### src/rtl/tte_pkg.sv
// ----------------------------------------------------------------------------
// tte_pkg
// types, codes and helpers of the tftp transfer engine
// ----------------------------------------------------------------------------
`timescale 1ns / 1ps
`default_nettype none

package tte_pkg;

    localparam int unsigned BLK_W   = 16;
    localparam int unsigned LEN_W   = 11;
    localparam int unsigned TICK_W  = 8;

    localparam logic [1:0] OP_START = 2'd0;
    localparam logic [1:0] OP_PKT   = 2'd1;
    localparam logic [1:0] OP_TICK  = 2'd2;
    localparam logic [1:0] OP_CHUNK = 2'd3;

    localparam logic [7:0] TYPE_DATA  = 8'd3;
    localparam logic [7:0] TYPE_ACK   = 8'd4;
    localparam logic [7:0] TYPE_ERROR = 8'd5;

    localparam logic [1:0] KIND_NONE = 2'd0;
    localparam logic [1:0] KIND_DATA = 2'd1;
    localparam logic [1:0] KIND_ACK  = 2'd2;

    localparam logic [2:0] PH_IDLE       = 3'd0;
    localparam logic [2:0] PH_WAIT_CHUNK = 3'd1;
    localparam logic [2:0] PH_WAIT_ACK   = 3'd2;
    localparam logic [2:0] PH_RECEIVE    = 3'd3;
    localparam logic [2:0] PH_DONE       = 3'd4;
    localparam logic [2:0] PH_SILENT     = 3'd5;
    localparam logic [2:0] PH_PEER_ERR   = 3'd6;

    localparam logic [2:0] ST_ACTIVE   = 3'd0;
    localparam logic [2:0] ST_IDLE     = 3'd1;
    localparam logic [2:0] ST_DONE     = 3'd2;
    localparam logic [2:0] ST_SILENT   = 3'd3;
    localparam logic [2:0] ST_PEER_ERR = 3'd4;

    localparam logic [1:0] REG_DIRECTION  = 2'd0;
    localparam logic [1:0] REG_SILENCE    = 2'd1;
    localparam logic [1:0] REG_BLOCK_SIZE = 2'd2;

    localparam logic [TICK_W-1:0] SILENCE_RST = 8'd10;
    localparam logic [LEN_W-1:0]  BSIZE_RST   = 11'd512;
    localparam logic [LEN_W-1:0]  BSIZE_MIN   = 11'd8;
    localparam logic [LEN_W-1:0]  BSIZE_MAX   = 11'd1024;
    localparam logic [LEN_W-1:0]  HDR_LEN     = 11'd4;

    typedef struct packed {
        logic              direction;
        logic [TICK_W-1:0] silence_limit;
        logic [LEN_W-1:0]  block_size;
    } t_cfg;

    typedef struct packed {
        logic [LEN_W-1:0] chunk_length;
        logic             from_peer;
        logic [BLK_W-1:0] packet_block;
        logic [7:0]       type_byte;
        logic [LEN_W-1:0] packet_length;
        logic [1:0]       op;
    } t_item;

    typedef struct packed {
        logic [2:0]       status;
        logic             want_chunk;
        logic             store_payload;
        logic [LEN_W-1:0] send_length;
        logic [BLK_W-1:0] send_block;
        logic [1:0]       send_kind;
    } t_result;

    function automatic logic [2:0] status_of(input logic [2:0] ph);
        logic [2:0] st;
        case (ph)
            PH_IDLE:     st = ST_IDLE;
            PH_DONE:     st = ST_DONE;
            PH_SILENT:   st = ST_SILENT;
            PH_PEER_ERR: st = ST_PEER_ERR;
            default:     st = ST_ACTIVE;
        endcase
        return st;
    endfunction

    function automatic logic [LEN_W-1:0] clamp_bsize(input logic [LEN_W-1:0] bs);
        logic [LEN_W-1:0] r;
        if (bs < BSIZE_MIN) r = BSIZE_MIN;
        else if (bs > BSIZE_MAX) r = BSIZE_MAX;
        else r = bs;
        return r;
    endfunction

endpackage

`default_nettype wire

### src/rtl/tftp_transfer_engine.sv
// ----------------------------------------------------------------------------
// tftp_transfer_engine: stop-and-wait tftp transfer control, one session
// path: an accepted request is held in the input request register, its result in the result register on m_tdata
// throughput: one request per cycle unless m_tready stalls the result, set by the single-pass update in tte_core
// reset: synchronous active low, session idle, registers at their defaults
// ----------------------------------------------------------------------------
`timescale 1ns / 1ps
`default_nettype none

module tftp_transfer_engine import tte_pkg::*; (
    input  wire logic        i_clk,
    input  wire logic        i_rst_n,
    input  wire logic        s_tvalid,
    output logic             s_tready,
    // packet_length, type_byte, packet_block, from_peer, chunk_length, zero pad
    input  wire logic [47:0] s_tdata,
    // op
    input  wire logic [1:0]  s_tuser,
    output logic             m_tvalid,
    input  wire logic        m_tready,
    // send_block, send_length, store_payload, want_chunk, status
    output logic      [31:0] m_tdata,
    // send_kind
    output logic      [1:0]  m_tuser,
    input  wire logic        psel,
    input  wire logic        penable,
    input  wire logic        pwrite,
    input  wire logic [3:0]  paddr,
    input  wire logic [31:0] pwdata,
    output logic      [31:0] prdata,
    output logic             pready
);

    t_cfg    cfg;
    t_item   r_item;
    logic    r_in_vld;
    t_result res;
    t_result r_res;
    logic    r_out_vld;
    logic    advance;

    tte_cfg_regs u_cfg (
        .i_clk   (i_clk),
        .i_rst_n (i_rst_n),
        .psel    (psel),
        .penable (penable),
        .pwrite  (pwrite),
        .paddr   (paddr),
        .pwdata  (pwdata),
        .prdata  (prdata),
        .pready  (pready),
        .o_cfg   (cfg)
    );

    assign advance  = r_in_vld & (~r_out_vld | m_tready);
    assign s_tready = ~r_in_vld | advance;

    // input request register
    always_ff @(posedge i_clk) begin
        if (!i_rst_n) begin
            r_in_vld <= 1'b0;
        end else if (s_tready) begin
            r_in_vld <= s_tvalid;
        end
    end

    always_ff @(posedge i_clk) begin
        if (s_tvalid && s_tready) begin
            r_item <= '{chunk_length:  s_tdata[46:36],
                        from_peer:     s_tdata[35],
                        packet_block:  s_tdata[34:19],
                        type_byte:     s_tdata[18:11],
                        packet_length: s_tdata[10:0],
                        op:            s_tuser};
        end
    end

    tte_core u_core (
        .i_clk   (i_clk),
        .i_rst_n (i_rst_n),
        .i_fire  (advance),
        .i_item  (r_item),
        .i_cfg   (cfg),
        .o_res   (res)
    );

    // result register
    always_ff @(posedge i_clk) begin
        if (!i_rst_n) begin
            r_out_vld <= 1'b0;
        end else if (advance) begin
            r_out_vld <= 1'b1;
        end else if (m_tready) begin
            r_out_vld <= 1'b0;
        end
    end

    always_ff @(posedge i_clk) begin
        if (advance) begin
            r_res <= res;
        end
    end

    assign m_tvalid = r_out_vld;
    assign m_tuser  = r_res.send_kind;
    assign m_tdata  = {r_res.status, r_res.want_chunk, r_res.store_payload,
                       r_res.send_length, r_res.send_block};

endmodule

`default_nettype wire

### src/rtl/tte_cfg_regs.sv
// ----------------------------------------------------------------------------
// tte_cfg_regs
// apb register file: direction, silence limit, block size
// ----------------------------------------------------------------------------
`timescale 1ns / 1ps
`default_nettype none

module tte_cfg_regs import tte_pkg::*; (
    input  wire logic        i_clk,
    input  wire logic        i_rst_n,
    input  wire logic        psel,
    input  wire logic        penable,
    input  wire logic        pwrite,
    input  wire logic [3:0]  paddr,
    input  wire logic [31:0] pwdata,
    output logic      [31:0] prdata,
    output logic             pready,
    output t_cfg             o_cfg
);

    logic              r_direction;
    logic [TICK_W-1:0] r_silence;
    logic [LEN_W-1:0]  r_block_size;
    logic              wr_en;

    assign pready = 1'b1;
    assign wr_en  = psel & penable & pwrite;

    always_ff @(posedge i_clk) begin
        if (!i_rst_n) begin
            r_direction  <= 1'b0;
            r_silence    <= SILENCE_RST;
            r_block_size <= BSIZE_RST;
        end else if (wr_en) begin
            case (paddr[3:2])
                REG_DIRECTION:  r_direction  <= pwdata[0];
                REG_SILENCE:    r_silence    <= pwdata[TICK_W-1:0];
                REG_BLOCK_SIZE: r_block_size <= pwdata[LEN_W-1:0];
                default: ;
            endcase
        end
    end

    always_comb begin
        case (paddr[3:2])
            REG_DIRECTION:  prdata = {31'd0, r_direction};
            REG_SILENCE:    prdata = {{(32-TICK_W){1'b0}}, r_silence};
            REG_BLOCK_SIZE: prdata = {{(32-LEN_W){1'b0}}, r_block_size};
            default:        prdata = 32'd0;
        endcase
    end

    assign o_cfg = '{direction: r_direction, silence_limit: r_silence,
                     block_size: r_block_size};

endmodule

`default_nettype wire

### src/rtl/tte_core.sv
// ----------------------------------------------------------------------------
// tte_core
// session state and single-pass next-state and result logic
// ----------------------------------------------------------------------------
`timescale 1ns / 1ps
`default_nettype none

module tte_core import tte_pkg::*; (
    input  wire logic  i_clk,
    input  wire logic  i_rst_n,
    input  wire logic  i_fire,
    input  wire t_item i_item,
    input  wire t_cfg  i_cfg,
    output t_result    o_res
);

    logic [2:0]        r_phase,   n_phase;
    logic [BLK_W-1:0]  r_blk_cnt, n_blk_cnt;
    logic [TICK_W-1:0] r_elapsed, n_elapsed;
    logic [1:0]        r_last_kind, n_last_kind;
    logic [BLK_W-1:0]  r_last_blk,  n_last_blk;
    logic [LEN_W-1:0]  r_last_len,  n_last_len;
    logic              r_short,     n_short;

    logic [LEN_W-1:0]  bs;
    logic [LEN_W-1:0]  clen;
    logic [LEN_W-1:0]  dlen;
    logic              in_session;

    assign bs         = clamp_bsize(i_cfg.block_size);
    assign clen       = (i_item.chunk_length > bs) ? bs : i_item.chunk_length;
    assign dlen       = i_item.packet_length - HDR_LEN;
    assign in_session = r_phase inside {PH_WAIT_ACK, PH_RECEIVE};

    always_comb begin
        n_phase     = r_phase;
        n_blk_cnt   = r_blk_cnt;
        n_elapsed   = r_elapsed;
        n_last_kind = r_last_kind;
        n_last_blk  = r_last_blk;
        n_last_len  = r_last_len;
        n_short     = r_short;
        o_res       = '0;

        case (i_item.op)
            OP_START: begin
                n_blk_cnt  = 16'd1;
                n_elapsed  = '0;
                n_short    = 1'b0;
                n_last_blk = '0;
                n_last_len = '0;
                if (!i_cfg.direction) begin
                    n_last_kind      = KIND_NONE;
                    n_phase          = PH_WAIT_CHUNK;
                    o_res.want_chunk = 1'b1;
                end else begin
                    n_last_kind     = KIND_ACK;
                    n_phase         = PH_RECEIVE;
                    o_res.send_kind = KIND_ACK;
                end
            end
            OP_CHUNK: begin
                if (r_phase == PH_WAIT_CHUNK) begin
                    n_short           = clen < bs;
                    n_last_kind       = KIND_DATA;
                    n_last_blk        = r_blk_cnt;
                    n_last_len        = clen;
                    o_res.send_kind   = KIND_DATA;
                    o_res.send_block  = r_blk_cnt;
                    o_res.send_length = clen;
                    n_elapsed         = '0;
                    n_phase           = PH_WAIT_ACK;
                end
            end
            OP_TICK: begin
                if (in_session) begin
                    if (r_elapsed != {TICK_W{1'b1}}) n_elapsed = r_elapsed + 8'd1;
                    if (n_elapsed >= i_cfg.silence_limit) begin
                        n_phase = PH_SILENT;
                    end else if (r_last_kind != KIND_NONE) begin
                        o_res.send_kind   = r_last_kind;
                        o_res.send_block  = r_last_blk;
                        o_res.send_length = (r_last_kind == KIND_DATA) ? r_last_len : '0;
                    end
                end
            end
            default: begin
                if (i_item.from_peer && in_session) begin
                    n_elapsed = '0;
                    if (i_item.packet_length >= HDR_LEN) begin
                        if (i_item.type_byte == TYPE_ERROR) begin
                            n_phase = PH_PEER_ERR;
                        end else if (r_phase == PH_WAIT_ACK && i_item.type_byte == TYPE_ACK) begin
                            if (i_item.packet_block == r_blk_cnt) begin
                                n_blk_cnt = r_blk_cnt + 16'd1;
                                if (r_short) begin
                                    n_phase = PH_DONE;
                                end else begin
                                    n_phase          = PH_WAIT_CHUNK;
                                    o_res.want_chunk = 1'b1;
                                end
                            end
                        end else if (r_phase == PH_RECEIVE && i_item.type_byte == TYPE_DATA) begin
                            if (i_item.packet_block == r_blk_cnt) begin
                                o_res.store_payload = dlen != '0;
                                n_last_kind         = KIND_ACK;
                                n_last_blk          = i_item.packet_block;
                                n_last_len          = '0;
                                o_res.send_kind     = KIND_ACK;
                                o_res.send_block    = i_item.packet_block;
                                n_blk_cnt           = r_blk_cnt + 16'd1;
                                if (dlen < bs) n_phase = PH_DONE;
                            end else if (i_item.packet_block < r_blk_cnt) begin
                                n_last_kind      = KIND_ACK;
                                n_last_blk       = i_item.packet_block;
                                n_last_len       = '0;
                                o_res.send_kind  = KIND_ACK;
                                o_res.send_block = i_item.packet_block;
                            end
                        end
                    end
                end
            end
        endcase

        o_res.status = status_of(n_phase);
    end

    always_ff @(posedge i_clk) begin
        if (!i_rst_n) begin
            r_phase     <= PH_IDLE;
            r_blk_cnt   <= '0;
            r_elapsed   <= '0;
            r_last_kind <= KIND_NONE;
            r_last_blk  <= '0;
            r_last_len  <= '0;
            r_short     <= 1'b0;
        end else if (i_fire) begin
            r_phase     <= n_phase;
            r_blk_cnt   <= n_blk_cnt;
            r_elapsed   <= n_elapsed;
            r_last_kind <= n_last_kind;
            r_last_blk  <= n_last_blk;
            r_last_len  <= n_last_len;
            r_short     <= n_short;
        end
    end

endmodule

`default_nettype wire

### config.mk
export PLATFORM = sky130hd
export DESIGN_NAME = tftp_transfer_engine
export DESIGN_NICKNAME = d
export VERILOG_FILES = /design/src/rtl/tte_pkg.sv /design/src/rtl/tftp_transfer_engine.sv /design/src/rtl/tte_cfg_regs.sv /design/src/rtl/tte_core.sv
export SDC_FILE = /design/constraint.sdc
export NUM_CORES = 1
export LEC_CHECK = 0
export BUFFER_PORTS_ARGS = -buffer_cell sky130_fd_sc_hd__buf_2
export CORE_MARGIN = 2
export CORE_UTILIZATION = 50
export DETAILED_ROUTE_END_ITERATION = 7
export MAX_ROUTING_LAYER = met4
export PLACE_DENSITY = 0.77
export REMOVE_ABC_BUFFERS = 1
export SYNTH_ARGS = -nofsm -noshare
export SYNTH_HDL_FRONTEND = slang
export SYNTH_SLANG_ARGS = --single-unit
### constraint.sdc
create_clock -name i_clk -period 4.35 [get_ports i_clk]
set_clock_uncertainty 0.1 [all_clocks]
set_input_delay 0.2175 -clock i_clk [delete_from_list [all_inputs] [get_ports i_clk]]
set_output_delay 0.2175 -clock i_clk [all_outputs]
set_load 0.02 [all_outputs]
==> impl_table.tex <==
\begin{tabular}{lr}
\hline
Metric & Value \\
\hline
\multicolumn{2}{l}{\textbf{Floorplanning}} \\
\quad Initial standard-cell utilization of the core & 50.8\% \\
\quad Area of the die & 19,200 µm² \\
\quad Die outline width & 139 µm \\
\quad Number of placement rows & 49 \\
\quad Height of the die & 139 µm \\
\quad Core footprint & 17,800 µm² \\
\quad Boundary Pins & 162 \\
\multicolumn{2}{l}{\textbf{Critical path}} \\
\quad Reg-to-reg slack, setup & 270 ps \\
\quad CP Capture Type & flop \\
\quad Critical Path Start Type & flop \\
\quad Required time of the worst setup path & 4620 ps \\
\quad Capture point of the critical path & u\_core.r\_short\$\_SDFFE\_PN0P\_ \\
\quad Biggest fanout along the worst timing path & 6 \\
\quad Path depth of the worst reg2reg path & 18 \\
\quad Worst setup path category & flop to flop \\
\quad Start point of the critical path & u\_cfg.r\_block\_size[6]\$\_SDFFE\_PN0P\_ \\
\quad Launching point of the worst reg2reg path & u\_cfg.r\_block\_size[6]\$\_SDFFE\_PN0P\_ \\
\quad Critical register-to-register path endpoint & u\_core.r\_short\$\_SDFFE\_PN0P\_ \\
\quad Critical Path AT & 4340 ps \\
\multicolumn{2}{l}{\textbf{STA}} \\
\quad Maximum frequency from static timing analysis & 245 MHz \\
\quad Fin worst setup slack & 275 ps \\
\quad Number of slew-limit violations in the final report & 0 \\
\quad Remaining max-slew budget at the tightest pin & 23.1\% \\
\quad Post-layout minimum cycle time & 4080 ps \\
\quad Portion of the clock cycle consumed by the worst path in the final layout & 93.7\% \\
\quad Setup TNS after final layout & 0 ps \\
\quad Transition time at the pin with the least slew margin & 1150 ps \\
\quad Final setup violation count & 0 \\
\quad Number of endpoints with negative hold slack in the final report & 0 \\
\multicolumn{2}{l}{\textbf{Clock tree}} \\
\quad Clock Pin Slew Worst Setup and Hold Paths & 70 ps \\
\quad Max Buffers Root-to-Sink & 2 \\
\quad Post CTS Setup Buffer Count & 0 \\
\quad Clock Root Buffer & clkbuf\_16 \\
\quad Clock Latency Late Sink & 430 ps \\
\quad H-tree levels & 4 \\
\quad CTS tree & built \\
\quad Number of buffers created by CTS & 17 \\
\quad Sink count of the clock tree & 162 \\
\multicolumn{2}{l}{\textbf{Final layout}} \\
\quad Final-layout fill cell count & 1,436 \\
\quad Area grow syn2layout & 21.4\% \\
\quad Diode count & 0 \\
\quad Core Util, Final & 61.6\% \\
\quad Share of final-layout standard cells stronger than drive strength 1 & 16.8\% \\
\quad Final Net Count & 1,279 \\
\multicolumn{2}{l}{\textbf{Placed design}} \\
\quad Dpl ws & 183 ps \\
\quad Placer congestion estimate & 0.915 \\
\quad Half-perimeter wire length after detailed placement & 15.9 mm \\
\quad Port Buffers & 115 \\
\multicolumn{2}{l}{\textbf{Yosys}} \\
\quad Basic-gate share of the synthesized area counting and, or, nand and nor cells & 18.3\% \\
\quad Xor-xnor portion of the synthesized cell area & 1.55\% \\
\quad Share of synthesized area occupied by flip-flops and latches & 45.0\% \\
\quad Synthesized-area fraction occupied by adder cells & 8.70\% \\
\quad Area share of the leading cell type in the synthesized netlist & 27.5\% \\
\quad Combinational family with the most area after synthesis & simple AND/OR/NAND/NOR gates \\
\quad Avg Cell Area, Syn & 9.49 µm² \\
\quad Synth unique cells & 70 \\
\quad Register bit count reported by yosys & 162 \\
\quad Main flop type after synthesis & edfxtp\_1 \\
\quad Count leader, synth & nand2\_1 \\
\quad Mux cell area share after synthesis & 2.79\% \\
\quad Number of standard cells after synthesis & 954 \\
\quad Number of enable-type register cells in the synthesized netlist & 83 \\
\quad Most numerous cell types in the synthesized netlist & 140 x nand2\_1, 83 x edfxtp\_1, 79 x dfxtp\_1, 63 x ha\_1, 63 x inv\_1 \\
\quad Synth top area cells & edfxtp\_1 28\%, dfxtp\_1 17\%, ha\_1 8.7\% \\
\quad Count of synthesis-stage warnings from yosys & 0 \\
\quad Mapped cell area & 9060 µm² \\
\quad Cell taking the most area after synthesis & edfxtp\_1 \\
\quad Fraction of registers with async set or reset after synthesis & 0\% \\
\quad Synth Area in Compound Gates & 17.2\% \\
\multicolumn{2}{l}{\textbf{Global routing}} \\
\quad Total congestion overflow & 0 \\
\quad Number of antenna violations at the first check in global routing & 0 \\
\quad Maximum number of pins on one net before global-route repair & 50 \\
\quad Global-route wire length before repair & 37.2 mm \\
\quad Total routing usage reported by global routing & 24.7\% \\
\quad Number of global-route vias before repair & 7,510 \\
\multicolumn{2}{l}{\textbf{Route}} \\
\quad Number of antenna-violating nets in the routed design & 0 \\
\quad Vias per inst & 5.74 \\
\quad Count of vias placed by the detailed router & 7,835 \\
\quad First-iteration detailed-routing DRC count & 602 \\
\quad Residual DRC & 0 \\
\quad Final WL & 22.8 mm \\
\quad Avg WL per Cell & 16.7 µm \\
\quad Count of TritonRoute iterations in the first routing pass & 5 \\
\multicolumn{2}{l}{\textbf{Power}} \\
\quad PD cells & 317 nW/µm² \\
\quad Leak pwr & 4.27 nW \\
\quad Maximum vdd drop & 0.000276 V \\
\multicolumn{2}{l}{\textbf{Run status}} \\
\quad Result of the run & finished, final reports clean \\
\multicolumn{2}{l}{\textbf{Worst hold path}} \\
\quad Class of the tightest hold or removal check & input port to flop \\
\quad HP Start & m\_tready \\
\multicolumn{2}{l}{\textbf{Flow run}} \\
\quad Max-cap check violation count & 0 \\
\hline
\end{tabular}
per-stage QoR:
stage,hold WS [ps],area (µm²),power [W],cells
3_5_place_dp,296,9820,0.00210,1272
5_1_grt,53.3,11000,0.00362,1365
3_3_place_gp,294,9820,0.00209,1272
6_report,34.9,11000,0.00349,1365
2_1_floorplan,189,8790,0.00195,908
4_1_cts,25.2,11000,0.00350,1365
critical path, cell delays in order, from the launching register on:
cell and delay (ps):
dfxtp_1 360, nor4_4 340, nand2_1 100, o41ai_2 270, nand2_1 170, ha_1 320
nand4_1 120, a21oi_1 150, o31ai_1 110, a21oi_1 280, buf_4 220, mux2_2 360
inv_1 60, ha_1 230, a21o_1 180, a211oi_1 240, nand2_1 80, nor3_1 190
a32o_1 140
placed cells by master, fill, tap and decap left out, types with 8 or more instances in the layout:
master	n
nand2_1	140
buf_2	115
edfxtp_1	83
dfxtp_1	79
inv_1	63
ha_1	63
dlygate4sd3_1	61
o21ai_0	60
nand4_1	37
nor2_1	30
a21oi_1	29
nand3_1	27
conb_1	22
a21boi_0	19
buf_4	19
a22oi_1	18
nor2b_1	17
clkbuf_16	17
nor3_1	16
o2bb2ai_1	16
mux2i_1	14
xnor2_1	13
a21o_1	12
o21a_1	12
o22ai_1	11
mux2_2	10
and3_1	10
and2_1	9
a22o_1	8
cells by family (layout without fill, tap and decap cells):
kind of cell | count (synthesis) | after routing
adder cells (fa/ha/maj) | 63 | 63
flip-flops | 162 | 162
XOR/XNOR | 16 | 16
AO/OA/AOI/OAI | 229 | 229
other | 2 | 22
multiplexers | 24 | 24
buffers and inverters | 130 | 292
AND/OR/NAND/NOR | 328 | 328
worst min path at each step:
stage,end,slack (ps),cells past startpoint
final,m_tvalid$_SDFFE_PN0P_,30,3
after floorplan,u_cfg.r_block_size[9]$_SDFFE_PN1P_,190,1
after CTS,m_tvalid$_SDFFE_PN0P_,30,3
after global routing,m_tvalid$_SDFFE_PN0P_,50,3
after global placement,r_item[31]$_DFFE_PP_,290,1
after detailed placement,r_item[25]$_DFFE_PP_,300,1
state kept, by name, summed over array words and instances (netlist names):
name and count:
r_item 49, m_tdata 32, u_core.r_blk_cnt 16, u_core.r_last_blk 16, u_cfg.r_block_size 11, u_core.r_last_len 11
u_cfg.r_silence 8, u_core.r_elapsed 8, u_core.r_phase 3, m_tuser 2, u_core.r_last_kind 2, m_tvalid 1
r_in_vld 1, u_cfg.r_direction 1, u_core.r_short 1
cell type report:
cell class                      instances  area [µm²]  area share [%]
Clock buffer                           21         450            4.10
Clock inverter                         11        80.1           0.728
Inverter                               64         240            2.19
Multi-Input combinational cell        682        4510            41.1
Sequential cell                       162        4070            37.1
Tap cell                              229         287            2.61
Timing Repair Buffer                  196        1350            12.3
power by group:
part | leakage [nW] | total [W] | switching, W | internal [W]
Clock | 0.254 | 0.00137 | 0.000622 | 0.000748
Combinational | 2.59 | 0.000420 | 0.000247 | 0.000172
Sequential | 1.43 | 0.00170 | 0.0000389 | 0.00166
Total | 4.27 | 0.00349 | 0.000908 | 0.00258
repair_timing:
| action | CTS | global route |
|---|---|---|
| setup endpoints to repair | 0 | 1 |
| hold buffers | 61 | 0 |
| endpoints found under the hold margin | 70 | 0 |
| resized for setup | 0 | 5 |
metal layers:
metal / global-route usage (%) / part of all wire, %
met4: 7.63 / 1.5
met1: 33.1 / 45
met2: 38.5 / 45
met5: - / 0
met3: 4.39 / 7.6
(Power assumes the default switching activity.)
